==> src/tmqc_pkg.sv <==
// Shared types and codes for the timed message queue.
package tmqc_pkg;

    typedef enum logic [2:0] {
        CMD_ENQ      = 3'd0,
        CMD_ENQ_REPL = 3'd1,
        CMD_ENQ_UNIQ = 3'd2,
        CMD_DEQ      = 3'd3,
        CMD_OLDEST   = 3'd4,
        CMD_COUNT    = 3'd5
    } cmd_t;

    typedef enum logic [2:0] {
        OC_INSERTED = 3'd0,
        OC_REPLACED = 3'd1,
        OC_REMOVED  = 3'd2,
        OC_DEQUEUED = 3'd3,
        OC_NONE     = 3'd4,
        OC_OLDEST   = 3'd5,
        OC_COUNT    = 3'd6,
        OC_FULL     = 3'd7
    } outcome_t;

    typedef enum logic [2:0] {
        ST_IDLE,
        ST_SCAN,
        ST_PRIM,
        ST_COPY,
        ST_END
    } state_t;

    typedef struct packed {
        logic [31:0]        code;
        logic signed [63:0] tstamp;
        logic signed [7:0]  prio;
        logic [31:0]        pay;
    } entry_t;

    localparam logic signed [63:0] MAX_STAMP = 64'sh7FFF_FFFF_FFFF_FFFF;
    localparam logic signed [7:0]  EMPTY_PRIO = 8'sd10;

endpackage

==> src/tmqc_bank.sv <==
// One bank of message storage with a registered read port.
module tmqc_bank #(
    parameter int DEPTH = 32,
    parameter int AW    = 5
) (
    input  logic            clk,
    input  logic            we,
    input  logic [AW-1:0]   waddr,
    input  tmqc_pkg::entry_t wdata,
    input  logic [AW-1:0]   raddr,
    output tmqc_pkg::entry_t rdata
);
    import tmqc_pkg::*;

    entry_t mem [DEPTH];

    always_ff @(posedge clk)
    begin
        if (we)
        begin
            mem[waddr] <= wdata;
        end
        rdata <= mem[raddr];
    end

endmodule
==> config.mk <==
export PLATFORM = sky130hd
export DESIGN_NAME = tmqc_bank
export DESIGN_NICKNAME = d
export VERILOG_FILES = /design/src/tmqc_pkg.sv /design/src/tmqc_bank.sv
export SDC_FILE = /design/constraint.sdc
export NUM_CORES = 2
export LEC_CHECK = 0
export BUFFER_PORTS_ARGS = -buffer_cell sky130_fd_sc_hd__buf_2
export CAP_MARGIN = 20
export CORE_UTILIZATION = 45
export DETAILED_ROUTE_END_ITERATION = 12
export PLACE_DENSITY = 0.64
export SETUP_SLACK_MARGIN = 0.3
export SYNTH_ARGS = -nofsm -noshare
export SYNTH_HDL_FRONTEND = slang
export SYNTH_MEMORY_MAX_BITS = 65536
export SYNTH_SLANG_ARGS = --single-unit
==> constraint.sdc <==
create_clock -name clk -period 13.1 [get_ports clk]
set_clock_uncertainty 0.05 [all_clocks]
set_input_delay 2.62 -clock clk [delete_from_list [all_inputs] [get_ports clk]]
set_output_delay 2.62 -clock clk [all_outputs]
set_load 0.01 [all_outputs]
==> out/metrics.yaml <==
hold_violations: 0
drc: 0
setup-violations-final: 0
rsz0062_at_grt: "false"
antenna_left: 0
placed_area_sq_um: 172700
synth-seq-cells: 4488
gp_congestion: 0.7403
grt_max_degree: 144
worstReg2RegEnd: "rdata[81]"
cts_buffers: 438
ys_warn_count: 0
grt_pass1_wl_um: 601700
crit_path_end_kind: "flop"
die_x_um: 608.2
vias: 78500
clockRootBuffer: "clkbuf_16"
synth_top_area_share_pct: 79.02
grt_pass1_vias: 79420
io_buffers: 283
die_area_sq_um: 370000
path_class: "in -> reg"
hold_depth: 3
ys_seq_area_share_pct: 80.67
final_nets: 7643
cellLeakagePower_nw: 58.62
cts.clk_slew.worst_paths_ns: 0.06
fmax_mhz: 176.6
tns_ns: 0
worstSkewPairLatency_ns: 0.98
syn_inst: 6993
vias_per_cell: 6.173
drt_first_iter_violations: 9475
reg2reg_slack_ns: 11.33
worstReg2RegStart: "mem[24][81]"
row_count: 222
mappedNetlistArea_sq_um: 165400
hpwl_um: 206000
cts_setup_buffers: 0
die_h_um: 608.2
post-route-min-period_ns: 5.664
arrival_ns: 6.18
synth_area_leaders: "edfxtp_1, mux4_2, mux2i_1, dfxtp_1, o22ai_1"
grt_usage_pct: 22.94
min_to: "rdata[98]"
hp-class: "reg -> reg"
drv_slew: 0
worst_slew_pin_slew_ns: 1.310
slew-limit-headroom_pct: 12.70
synth_nets: 7141
setup_ws_ns: 7.437
p_per_area_nw_per_um2: 160.2
antenna_found_initial: 65
pre_cts_ws_ns: 6.401
finalCritPeriodShare_pct: 43.23
status: "completed"
cp_max_fo: 82
post-route-util_pct: 51.19
routedWlPerCell_um: 33.73
cts_resized: 0
cp.required_ns: 13.62
cts_tree: "yes"
fin_area_sq_um: 187300
avgSynthCellArea_sq_um: 23.65
core_sq_um: 365800
initial_core_util_pct: 45.21
syn_to_final_growth_pct: 13.23
finalWirelength_um: 428900
hold_start: "mem[22][98]"
maxCapViolCount: 0
drive_gt1_share_pct: 26.62
htree_levels: 5
overflow: 0
ios: 284
clk_path_buf_depth: 4
ys_types: 30
holdWs_ns: 0.6029
synth_top_cell_by_area: "edfxtp_1"
reg2reg_depth: 3
n_fill_cell: 27980
crit_path_start_kind: "input port"
dr.pass1.iters: 5
cts.hold.buffers_added: 0
cts.sinks: 4488
ir_worst_vdd_mv: 0.1325
## flip-flops by register name, summed over array words and instances, names as in the netlist
register,cells
mem,4352
rdata,136
## layout by cell type, fill, tap and decap left out, types with 5 or more instances in the layout
master	count
buf_2	281
mux2i_1	288
dfxtp_1	136
clkbuf_16	441
clkinv_1	51
buf_4	135
nor4_2	5
nand4_1	36
nor4_1	95
edfxtp_1	4352
clkinv_16	8
clkbuf_8	44
nor2_4	35
clkinv_8	6
diode_2	21
buf_12	31
o22ai_1	400
clkinvlp_4	9
inv_16	9
nand3_1	74
clkbuf_1	124
bufinv_16	40
nand3b_1	6
a22oi_1	216
mux4_2	944
clkinv_2	90
## cells in the mapped netlist
| cell | instances |
|---|---|
| or3b_2 | 4 |
| nand2_2 | 1 |
| buf_2 | 134 |
| nand3_1 | 75 |
| and2_1 | 1 |
| dfxtp_1 | 136 |
| nand3b_1 | 6 |
| buf_6 | 54 |
| clkbuf_1 | 133 |
| a22oi_1 | 216 |
| mux2i_1 | 288 |
| and3_1 | 1 |
| nor2_1 | 35 |
| nor2_2 | 1 |
| nor2b_1 | 3 |
| nand2b_1 | 1 |
| buf_1 | 27 |
| nor3b_2 | 1 |
| or3_1 | 2 |
| clkbuf_2 | 1 |
| buf_8 | 2 |
| nor4_1 | 100 |
| mux4_2 | 944 |
| o22ai_1 | 400 |
| and3b_1 | 1 |
| nand4_1 | 36 |
| edfxtp_1 | 4352 |
| nand2_1 | 3 |
| or2_2 | 1 |
| buf_4 | 34 |
## critical path, cell delays in order
cell      delay [ns]
buf_2           0.12
nand3b_1        0.70
nor2_4          1.04
buf_12          0.65
buf_4           0.79
## cell type report
type | count | area (sq um) | area share, %
clock buffers | 609 | 12110 | 6.465
multi-input cells | 2120 | 30180 | 16.12
repair buffers | 447 | 3040 | 1.624
diodes | 21 | 52.55 | 0.02806
well taps | 4816 | 6026 | 3.218
flip-flops and latches | 4488 | 133400 | 71.24
clock inverters | 215 | 2446 | 1.306
## power breakdown
group	total [mW]	switching (mW)	internal, mW
sequential	16.1	0.113	16.0
combinational	1.27	0.801	0.470
clock	12.6	5.37	7.27
## metrics by stage
| step | cells | total power [mW] |
|---|---|---|
| final | 12720 | 30.00 |
| after global routing | 12710 | 30.76 |
| after CTS | 12700 | 30.17 |
| after detailed placement | 11870 | 17.68 |
| after global placement | 11870 | 17.64 |
| after floorplan | 6993 | 17.07 |
## how the worst max path moves through the flow
| stage | from | end | slack, ns | cells past startpoint |
|---|---|---|---|---|
| floorplan | waddr[1] | mem[12][0] | 3.48 | 3 |
| global placement | waddr[0] | mem[30][93] | 6.47 | 5 |
| detailed placement | raddr[0] | rdata[50] | 6.40 | 7 |
| CTS | raddr[0] | rdata[50] | 7.44 | 7 |
| global route | raddr[0] | rdata[50] | 7.21 | 7 |
| finish | waddr[0] | mem[26][20] | 7.44 | 5 |
## routing by layer
layer | GRT usage [%] | up-vias | routed length (um)
met4 | 7.425 | 26 | 14160
met1 | 30.74 | 42650 | 163600
li1 | - | 31310 | -
met2 | 38.61 | 3746 | 215400
met5 | 0 | - | 158
met3 | 3.687 | 764 | 35650
## cell families (layout without fill, tap and decap cells)
group,count (synthesis),count (layout),synth area share [%]
AOI/OAI and AO/OA,616,616,2.494
buffers and inverters,385,1271,1.312
DFF,4488,4488,80.67
muxes,1232,1232,14.60
other,0,21,0
and+or+nand+nor,272,272,0.9306
Power figures use the tool's default switching activity.
